File: src/rtl/core/bole_pkg.sv
// Shared types and codes for the bounded ordered list engine.
// Holds the request and response structs, operation and status codes.
// No dependencies.
package bole_pkg;

   localparam int DEPTH_DEF      = 64;
   localparam int DATA_WIDTH_DEF = 32;

   // Operation codes carried in the request.
   localparam logic [2:0] MODE_PUSH_FRONT = 3'd0;
   localparam logic [2:0] MODE_PUSH_BACK  = 3'd1;
   localparam logic [2:0] MODE_POP_FRONT  = 3'd2;
   localparam logic [2:0] MODE_POP_BACK   = 3'd3;
   localparam logic [2:0] MODE_REMOVE     = 3'd4;
   localparam logic [2:0] MODE_CLEAR      = 3'd5;

   // Status codes returned with every response.
   localparam logic [1:0] STATUS_DONE      = 2'd0;
   localparam logic [1:0] STATUS_EMPTY     = 2'd1;
   localparam logic [1:0] STATUS_FULL      = 2'd2;
   localparam logic [1:0] STATUS_NOT_FOUND = 2'd3;

   typedef struct packed {
      logic [2:0]  mode;
      logic [31:0] value;
   } req_type;

   typedef struct packed {
      logic [1:0]  status;
      logic [6:0]  count;
      logic [31:0] front_value;
      logic [31:0] back_value;
      logic        is_empty;
   } rsp_type;

endpackage

File: src/rtl/core/bole_ram.sv
// Generic single-write, single-read RAM with a registered read port.
// No dependencies.
module bole_ram #(
   parameter int WIDTH = 32,
   parameter int DEPTH = 64
) (
   input  logic                     clock,
   input  logic                     wr_en,
   input  logic [$clog2(DEPTH)-1:0] wr_addr,
   input  logic [WIDTH-1:0]         wr_data,
   input  logic [$clog2(DEPTH)-1:0] rd_addr,
   output logic [WIDTH-1:0]         rd_data
);

   logic [WIDTH-1:0] mem_ff [DEPTH];
   logic [WIDTH-1:0] rd_data_ff;

   always_ff @(posedge clock) begin
      if (wr_en) begin
         mem_ff[wr_addr] <= wr_data;
      end
      rd_data_ff <= mem_ff[rd_addr];
   end

   assign rd_data = rd_data_ff;

endmodule

File: src/rtl/core/bole_ctrl.sv
// Sequencer and datapath of the bounded ordered list engine.
// Drives the element RAM, forming store positions with slot_of and matching keys with one comparator.
// Depends on bole_pkg.
module bole_ctrl #(
   parameter int DEPTH      = bole_pkg::DEPTH_DEF,
   parameter int DATA_WIDTH = bole_pkg::DATA_WIDTH_DEF
) (
   input  logic                     clock,
   input  logic                     reset,
   input  logic                     start,
   input  bole_pkg::req_type        req_data,
   output logic                     busy,
   output logic                     rsp_strobe,
   output bole_pkg::rsp_type        rsp_data,
   output logic                     ram_we,
   output logic [$clog2(DEPTH)-1:0] ram_waddr,
   output logic [DATA_WIDTH-1:0]    ram_wdata,
   output logic [$clog2(DEPTH)-1:0] ram_raddr,
   input  logic [DATA_WIDTH-1:0]    ram_rdata
);

   import bole_pkg::*;

   localparam int AW = $clog2(DEPTH);
   localparam int CW = $clog2(DEPTH + 1);
   localparam int SW = AW + 2;
   localparam logic [SW-1:0] DEPTH_S = SW'(DEPTH);
   localparam logic [CW-1:0] DEPTH_C = CW'(DEPTH);
   localparam logic [AW-1:0] LAST_A  = AW'(DEPTH - 1);

   typedef enum logic [5:0] {
      ST_IDLE     = 6'b000001,
      ST_SCAN     = 6'b000010,
      ST_SHIFT    = 6'b000100,
      ST_RD_FRONT = 6'b001000,
      ST_RD_BACK  = 6'b010000,
      ST_FINISH   = 6'b100000
   } state_type;

   // Store position of the k-th element counted from the front.
   function automatic logic [AW-1:0] slot_of(input logic [AW-1:0] base,
                                             input logic [SW-1:0] k);
      logic [SW-1:0] sum;
      sum = SW'(base) + k;
      if (sum >= DEPTH_S) begin
         sum = sum - DEPTH_S;
      end
      if (sum >= DEPTH_S) begin
         sum = sum - DEPTH_S;
      end
      return sum[AW-1:0];
   endfunction

   state_type             state_ff, state_in;
   logic [AW-1:0]         head_ff, head_in;
   logic [CW-1:0]         count_ff, count_in;
   logic [CW-1:0]         idx_ff, idx_in;
   logic [DATA_WIDTH-1:0] key_ff, key_in;
   logic [DATA_WIDTH-1:0] front_ff, front_in;
   logic [1:0]            status_ff, status_in;
   logic                  rsp_valid_ff, rsp_valid_in;
   rsp_type               rsp_ff, rsp_in;

   logic [DATA_WIDTH-1:0] req_value;
   logic [SW-1:0]         idx_next;
   logic [SW-1:0]         idx_ahead;
   logic [SW-1:0]         count_s;
   logic                  key_match;
   logic [AW-1:0]         head_prev;

   assign req_value = DATA_WIDTH'(req_data.value);
   assign idx_next  = SW'(idx_ff) + SW'(1);
   assign idx_ahead = SW'(idx_ff) + SW'(2);
   assign count_s   = SW'(count_ff);
   assign key_match = (ram_rdata == key_ff);
   assign head_prev = (head_ff == '0) ? LAST_A : head_ff - 1'b1;

   always_comb begin
      state_in     = state_ff;
      head_in      = head_ff;
      count_in     = count_ff;
      idx_in       = idx_ff;
      key_in       = key_ff;
      front_in     = front_ff;
      status_in    = status_ff;
      rsp_valid_in = 1'b0;
      rsp_in       = rsp_ff;
      ram_we       = 1'b0;
      ram_waddr    = head_ff;
      ram_wdata    = req_value;
      ram_raddr    = head_ff;

      unique case (state_ff)
         ST_IDLE: begin
            if (start) begin
               status_in = STATUS_DONE;
               key_in    = req_value;
               idx_in    = '0;
               case (req_data.mode)
                  MODE_PUSH_FRONT: begin
                     if (count_ff == DEPTH_C) begin
                        status_in = STATUS_FULL;
                     end else begin
                        ram_we    = 1'b1;
                        ram_waddr = head_prev;
                        head_in   = head_prev;
                        count_in  = count_ff + 1'b1;
                     end
                  end
                  MODE_PUSH_BACK: begin
                     if (count_ff == DEPTH_C) begin
                        status_in = STATUS_FULL;
                     end else begin
                        ram_we    = 1'b1;
                        ram_waddr = slot_of(head_ff, count_s);
                        count_in  = count_ff + 1'b1;
                     end
                  end
                  MODE_POP_FRONT: begin
                     if (count_ff == '0) begin
                        status_in = STATUS_EMPTY;
                     end else begin
                        head_in  = slot_of(head_ff, SW'(1));
                        count_in = count_ff - 1'b1;
                     end
                  end
                  MODE_POP_BACK: begin
                     if (count_ff == '0) begin
                        status_in = STATUS_EMPTY;
                     end else begin
                        count_in = count_ff - 1'b1;
                     end
                  end
                  MODE_REMOVE: begin
                     // The front element is read here; the walk starts next cycle.
                     if (count_ff == '0) begin
                        status_in = STATUS_EMPTY;
                     end
                  end
                  MODE_CLEAR: begin
                     count_in = '0;
                     head_in  = '0;
                  end
                  default: begin
                  end
               endcase
               if (req_data.mode == MODE_REMOVE && count_ff != '0) begin
                  state_in = ST_SCAN;
               end else if (count_in == '0) begin
                  head_in  = '0;
                  state_in = ST_FINISH;
               end else begin
                  state_in = ST_RD_FRONT;
               end
            end
         end
         ST_SCAN: begin
            // The read data holds element idx; the next element is fetched meanwhile.
            ram_raddr = slot_of(head_ff, idx_next);
            if (key_match) begin
               state_in = ST_SHIFT;
            end else if (idx_next == count_s) begin
               status_in = STATUS_NOT_FOUND;
               state_in  = ST_RD_FRONT;
            end else begin
               idx_in = idx_ff + 1'b1;
            end
         end
         ST_SHIFT: begin
            // The read data holds element idx+1, which moves one place forward.
            if (idx_next < count_s) begin
               ram_we    = 1'b1;
               ram_waddr = slot_of(head_ff, SW'(idx_ff));
               ram_wdata = ram_rdata;
               ram_raddr = slot_of(head_ff, idx_ahead);
               idx_in    = idx_ff + 1'b1;
            end else begin
               count_in = count_ff - 1'b1;
               if (count_in == '0) begin
                  head_in  = '0;
                  state_in = ST_FINISH;
               end else begin
                  state_in = ST_RD_FRONT;
               end
            end
         end
         ST_RD_FRONT: begin
            ram_raddr = head_ff;
            state_in  = ST_RD_BACK;
         end
         ST_RD_BACK: begin
            front_in  = ram_rdata;
            ram_raddr = slot_of(head_ff, count_s - SW'(1));
            state_in  = ST_FINISH;
         end
         ST_FINISH: begin
            rsp_valid_in  = 1'b1;
            rsp_in.status = status_ff;
            rsp_in.count  = 7'(count_ff);
            if (count_ff == '0) begin
               rsp_in.front_value = '0;
               rsp_in.back_value  = '0;
               rsp_in.is_empty    = 1'b1;
            end else begin
               rsp_in.front_value = 32'(front_ff);
               rsp_in.back_value  = 32'(ram_rdata);
               rsp_in.is_empty    = 1'b0;
            end
            state_in = ST_IDLE;
         end
         default: begin
            state_in = ST_IDLE;
         end
      endcase
   end

   always_ff @(posedge clock) begin
      if (reset) begin
         state_ff     <= ST_IDLE;
         head_ff      <= '0;
         count_ff     <= '0;
         rsp_valid_ff <= 1'b0;
      end else begin
         state_ff     <= state_in;
         head_ff      <= head_in;
         count_ff     <= count_in;
         rsp_valid_ff <= rsp_valid_in;
      end
   end

   always_ff @(posedge clock) begin
      idx_ff    <= idx_in;
      key_ff    <= key_in;
      front_ff  <= front_in;
      status_ff <= status_in;
      rsp_ff    <= rsp_in;
   end

   assign busy       = (state_ff != ST_IDLE);
   assign rsp_strobe = rsp_valid_ff;
   assign rsp_data   = rsp_ff;

endmodule

File: src/rtl/core/bounded_ordered_list_engine.sv
// Top level of the bounded ordered list engine.
// Instantiates the sequencer (bole_ctrl) and the element RAM (bole_ram).
// Depends on bole_pkg.
//
// Usage:
// A request is taken at a rising edge with start high and busy low. It carries
// a mode (push front, push back, pop front, pop back, remove by value, clear)
// and a value. Every request produces exactly one response: rsp_strobe is high
// for one cycle with status, element count, front and back values and an empty
// flag on rsp_data. The receiver cannot hold a response off.
// Between taking a request and showing its response: a push, pop, clear or
// unused mode that leaves the list empty, and a remove from an empty list,
// go straight to the response; the other push, pop and unused cases first
// read the new front and back back from the element RAM. Remove by value
// walks the list one element per cycle and then closes the gap one element
// per cycle, and reads the new front and back unless the removal empties the
// list. busy is low again in the cycle the response is shown, so the next
// request can be taken then.
// Reset empties the list at once; the RAM contents need no clearing.
module bounded_ordered_list_engine #(
   parameter int DEPTH      = bole_pkg::DEPTH_DEF,
   parameter int DATA_WIDTH = bole_pkg::DATA_WIDTH_DEF
) (
   input  logic              clock,
   input  logic              reset,
   input  logic              start,
   input  bole_pkg::req_type req_data,
   output logic              busy,
   output logic              rsp_strobe,
   output bole_pkg::rsp_type rsp_data
);

   import bole_pkg::*;

   localparam int AW = $clog2(DEPTH);

   logic                  ram_we;
   logic [AW-1:0]         ram_waddr;
   logic [DATA_WIDTH-1:0] ram_wdata;
   logic [AW-1:0]         ram_raddr;
   logic [DATA_WIDTH-1:0] ram_rdata;

   bole_ctrl #(
      .DEPTH      (DEPTH),
      .DATA_WIDTH (DATA_WIDTH)
   ) u_ctrl (
      .clock      (clock),
      .reset      (reset),
      .start      (start),
      .req_data   (req_data),
      .busy       (busy),
      .rsp_strobe (rsp_strobe),
      .rsp_data   (rsp_data),
      .ram_we     (ram_we),
      .ram_waddr  (ram_waddr),
      .ram_wdata  (ram_wdata),
      .ram_raddr  (ram_raddr),
      .ram_rdata  (ram_rdata)
   );

   bole_ram #(
      .WIDTH (DATA_WIDTH),
      .DEPTH (DEPTH)
   ) u_store (
      .clock   (clock),
      .wr_en   (ram_we),
      .wr_addr (ram_waddr),
      .wr_data (ram_wdata),
      .rd_addr (ram_raddr),
      .rd_data (ram_rdata)
   );

endmodule
File: config.mk
export PLATFORM = sky130hd
export DESIGN_NAME = bounded_ordered_list_engine
export DESIGN_NICKNAME = d
export VERILOG_FILES = /design/src/rtl/core/bole_pkg.sv /design/src/rtl/core/bole_ram.sv /design/src/rtl/core/bole_ctrl.sv /design/src/rtl/core/bounded_ordered_list_engine.sv
export SDC_FILE = /design/constraint.sdc
export NUM_CORES = 2
export LEC_CHECK = 0
export ABC_AREA = 1
export BUFFER_PORTS_ARGS = -buffer_cell sky130_fd_sc_hd__buf_2
export CORE_MARGIN = 5
export CORE_UTILIZATION = 58
export CTS_CLUSTER_SIZE = 30
export DETAILED_ROUTE_END_ITERATION = 7
export PLACE_DENSITY = 0.74
export SYNTH_ARGS = -nofsm -noshare
export SYNTH_HDL_FRONTEND = slang
export SYNTH_SLANG_ARGS = --single-unit
export TNS_END_PERCENT = 50
File: constraint.sdc
create_clock -name clock -period 8.3 [get_ports clock]
set_input_delay 0.415 -clock clock [delete_from_list [all_inputs] [get_ports clock]]
set_output_delay 0.415 -clock clock [all_outputs]
set_load 0.02 [all_outputs]
==> metrics.cfg <==
[layout]
finish.utilization_pct=64.04
final-seq-area_sq_um=66950
area_delta_synth_final_pct=10.22
fillers=12510
multi_input_area_sq_um=26080
n_antenna_cell=0
nNetsFinal=9032
drive_gt1_share_pct=7.498

[place]
dp_hpwl_microns=142600
place_ws_ns=2.456
globalplace.congestion=0.9066
portBuffers=113

[global_routing]
grt_first_pass_wirelength_microns=397200
grtUsageTotal_pct=28.68
grt_overflow_total=0
antenna_found_initial=5
grt_max_degree=187
grt_pass1_vias=66210

[floorplan]
ioPinCount=114
core_area_sq_um=171200
initial_core_util_pct=58.10
die_w_microns=424.1
die_h_microns=424.1
die_area_sq_um=179900
num_rows=152

[clocking]
cts_buffers=217
clockBufferDepth=3
clk_latency_ns=0.87
cts_tree=done
clockRootBuffer=clkbuf_16
post_cts_buffers=0
htree_num_levels=4
cts.sinks=2247
clk_pin_slew_ns=0.06

[logic_synthesis]
synth_edf_count=2195
synth-async-reset-ratio_pct=0
syn_nets=9104
syn_area_per_cell_sq_um=11.03
syn_area_sq_um=99450
synthFlopType=edfxtp_1
synth.top_cell.area_share_pct=66.27
ys_ff_latch=2247
synth_area_leaders=edfxtp_1 (66%), nand3_1 (11%), nand3b_1 (5.5%)
yosys_warnings=0
syn_inst=9016
yosysSeqAreaShare_pct=67.32
yosysUniqueCellTypes=44
netlist.top_cell.by_area=edfxtp_1

[detailed_routing]
wl_per_cell_microns=23.08
drt_iter0_markers=9634
vias=68610
drc=3
drt-pass1-iter-count=8
wirelength_microns=262100
antenna_left=0
drt-vias-per-instance=6.042

[setup_path]
worst_setup_path_start_kind=register
cp_max_fo=92
endpoint_kind=register
worstPathRequired_ns=9.09
regToRegSetupSlack_ns=2.26
arrival_ns=6.82
path_class=register to register

[status]
violations=DRC
status=finished, violations left

[sta]
period_share_pct=72.75
setup_slack_ns=2.262
finalSetupTns_ns=0
setup_violations=0
finClkSkew_ns=0.04625
finalHoldViolCount=0
period_minus_slack_ns=6.038
relSlewSlack_pct=12.20
timing.fmax_mhz=165.6
worst_pin_slew_ns=1.314
hold_ws_ns=0.05327
maxSlewViolCount=0
rsz0062_at_grt=false

[job]
cap_violations=0

[pwr]
max-vdd-ir-drop_mv=0.2814
p_leak_nw=42.65
finalPower_mw=32.92
power_density_nw_per_um2=300.3

[worst_hold_path]
hold_path_class=primary input to register

==> path summary, 6_finish.rpt <==
| check | start | end | cells after the start |
|---|---|---|---|
| worst max-delay path | u_ctrl.idx_ff[0] | u_store.rd_data[17] | 24 |
| worst min-delay path | req_data[32] | u_ctrl.state_ff[1] | 4 |
| worst max register to register | u_ctrl.idx_ff[0] | u_store.rd_data[17] | 24 |
| worst min register to register | u_ctrl.status_ff[1] | u_ctrl.rsp_data[73] | 0 |
==> where the power goes <==
part | switching (mW) | internal, mW | total, mW
logic | 7.66 | 2.78 | 10.4
registers | 0.282 | 12.9 | 13.1
clock network | 4.22 | 5.13 | 9.35
==> registers in the layout (all words and copies together), names as in the netlist <==
name               flops
u_store.mem_ff      2048
u_ctrl.idx_ff          7
u_ctrl.count_ff        7
u_ctrl.front_ff       32
u_ctrl.head_ff         6
u_ctrl.rsp_data       74
u_ctrl.state_ff        6
u_store.rd_data       32
u_ctrl.key_ff         32
u_ctrl.rsp_strobe      1
u_ctrl.status_ff       2
==> layout by cell type (no fill, tap or decap), drive strengths merged <==
cell and instances:
buf 255, xnor2 22, fa 7, o311ai 2, nand2 1447, o22ai 1
clkbuf 286, o21a 1, and3 1, a221oi 6, nor2 203, nand3b 731
o21ai 66, o221ai 1, o211ai 9, nor4 6, a31oi 8, a21oi 47
nand3 2227, edfxtp 2195, nand4 15, inv 1286, xor2 25, dlygate4sd3 34
o2111ai 8, clkinv 101, a22oi 3, ha 43, or2 13, o21bai 1
a32oi 1, dfxtp 52, bufinv 8, nor3 11
==> repair_timing <==
item,4_1_cts,5_1_grt
endpoints found under the setup margin,0,0
hold endpoints to repair,43,0
hold buffers,34,0
resized for setup,0,0
==> routing by layer <==
layer | global-route usage (%) | wire [microns] | vias up
li1 | - | - | 30840
met1 | 39.42 | 100800 | 33200
met2 | 45.98 | 123900 | 3974
met3 | 6.183 | 29080 | 589
met4 | 9.607 | 8355 | 2
met5 | 0 | 13 | -
==> Yosys cell counts (all sizes together), types with 43 or more instances <==
library cell and instances:
buf 333, nand2 1447, nand3b 731, nor2 203
ha 43, o21ai 66, nand3 2227, clkbuf 247
edfxtp 2195, inv 1280, a21oi 47, dfxtp 52
==> kinds of logic (layout without fill, tap and decap cells) <==
group	count (synthesis)	count (layout)	synth area share [%]
xor gates and xnor gates	47	47	0.4139
buffers and inverters	1864	1970	7.380
DFF	2247	2247	67.32
adders and majority gates	50	50	0.6819
and+or+nand+nor	4654	4654	23.31
AOI/OAI and AO/OA	154	154	0.8945
==> worst max-delay path, cell delays in order (launching register included) <==
cell and delay (ns):
edfxtp_1 0.45, nand3_1 0.19, nor2_1 0.24, xor2_1 0.24, inv_1 0.08, ha_1 0.31, nand2_1 0.08, nand2_1 0.05
nand2_1 0.07, nand2_1 0.06, nor2_1 0.17, nand2_1 0.26, nand3_1 0.22, nand3_4 0.47, nand2_8 0.74, buf_12 0.45
buf_4 0.41, nand2_1 0.09, nand2_1 0.08, nand2_1 0.05, nand3_1 0.09, nand3_1 0.14, nand3_1 0.28, nand3_1 0.41
nand2_1 0.22
==> cell type report <==
cell class | instances | share of cell area, %
clock inverter | 111 | 0.8355
timing repair buffer | 289 | 2.084
tap | 2233 | 2.549
inverter | 1284 | 4.408
multi-input combinational | 4905 | 23.79
sequential | 2247 | 61.08
clock buffer | 286 | 5.254
==> metrics by stage <==
step,cells,area [sq um]
after floorplan,9016,99450
after global placement,10920,102600
after detailed placement,10920,102600
after CTS,11360,109600
after global routing,11360,109600
final,11360,109600
No activity file was read; power rests on OpenSTA's default activity.
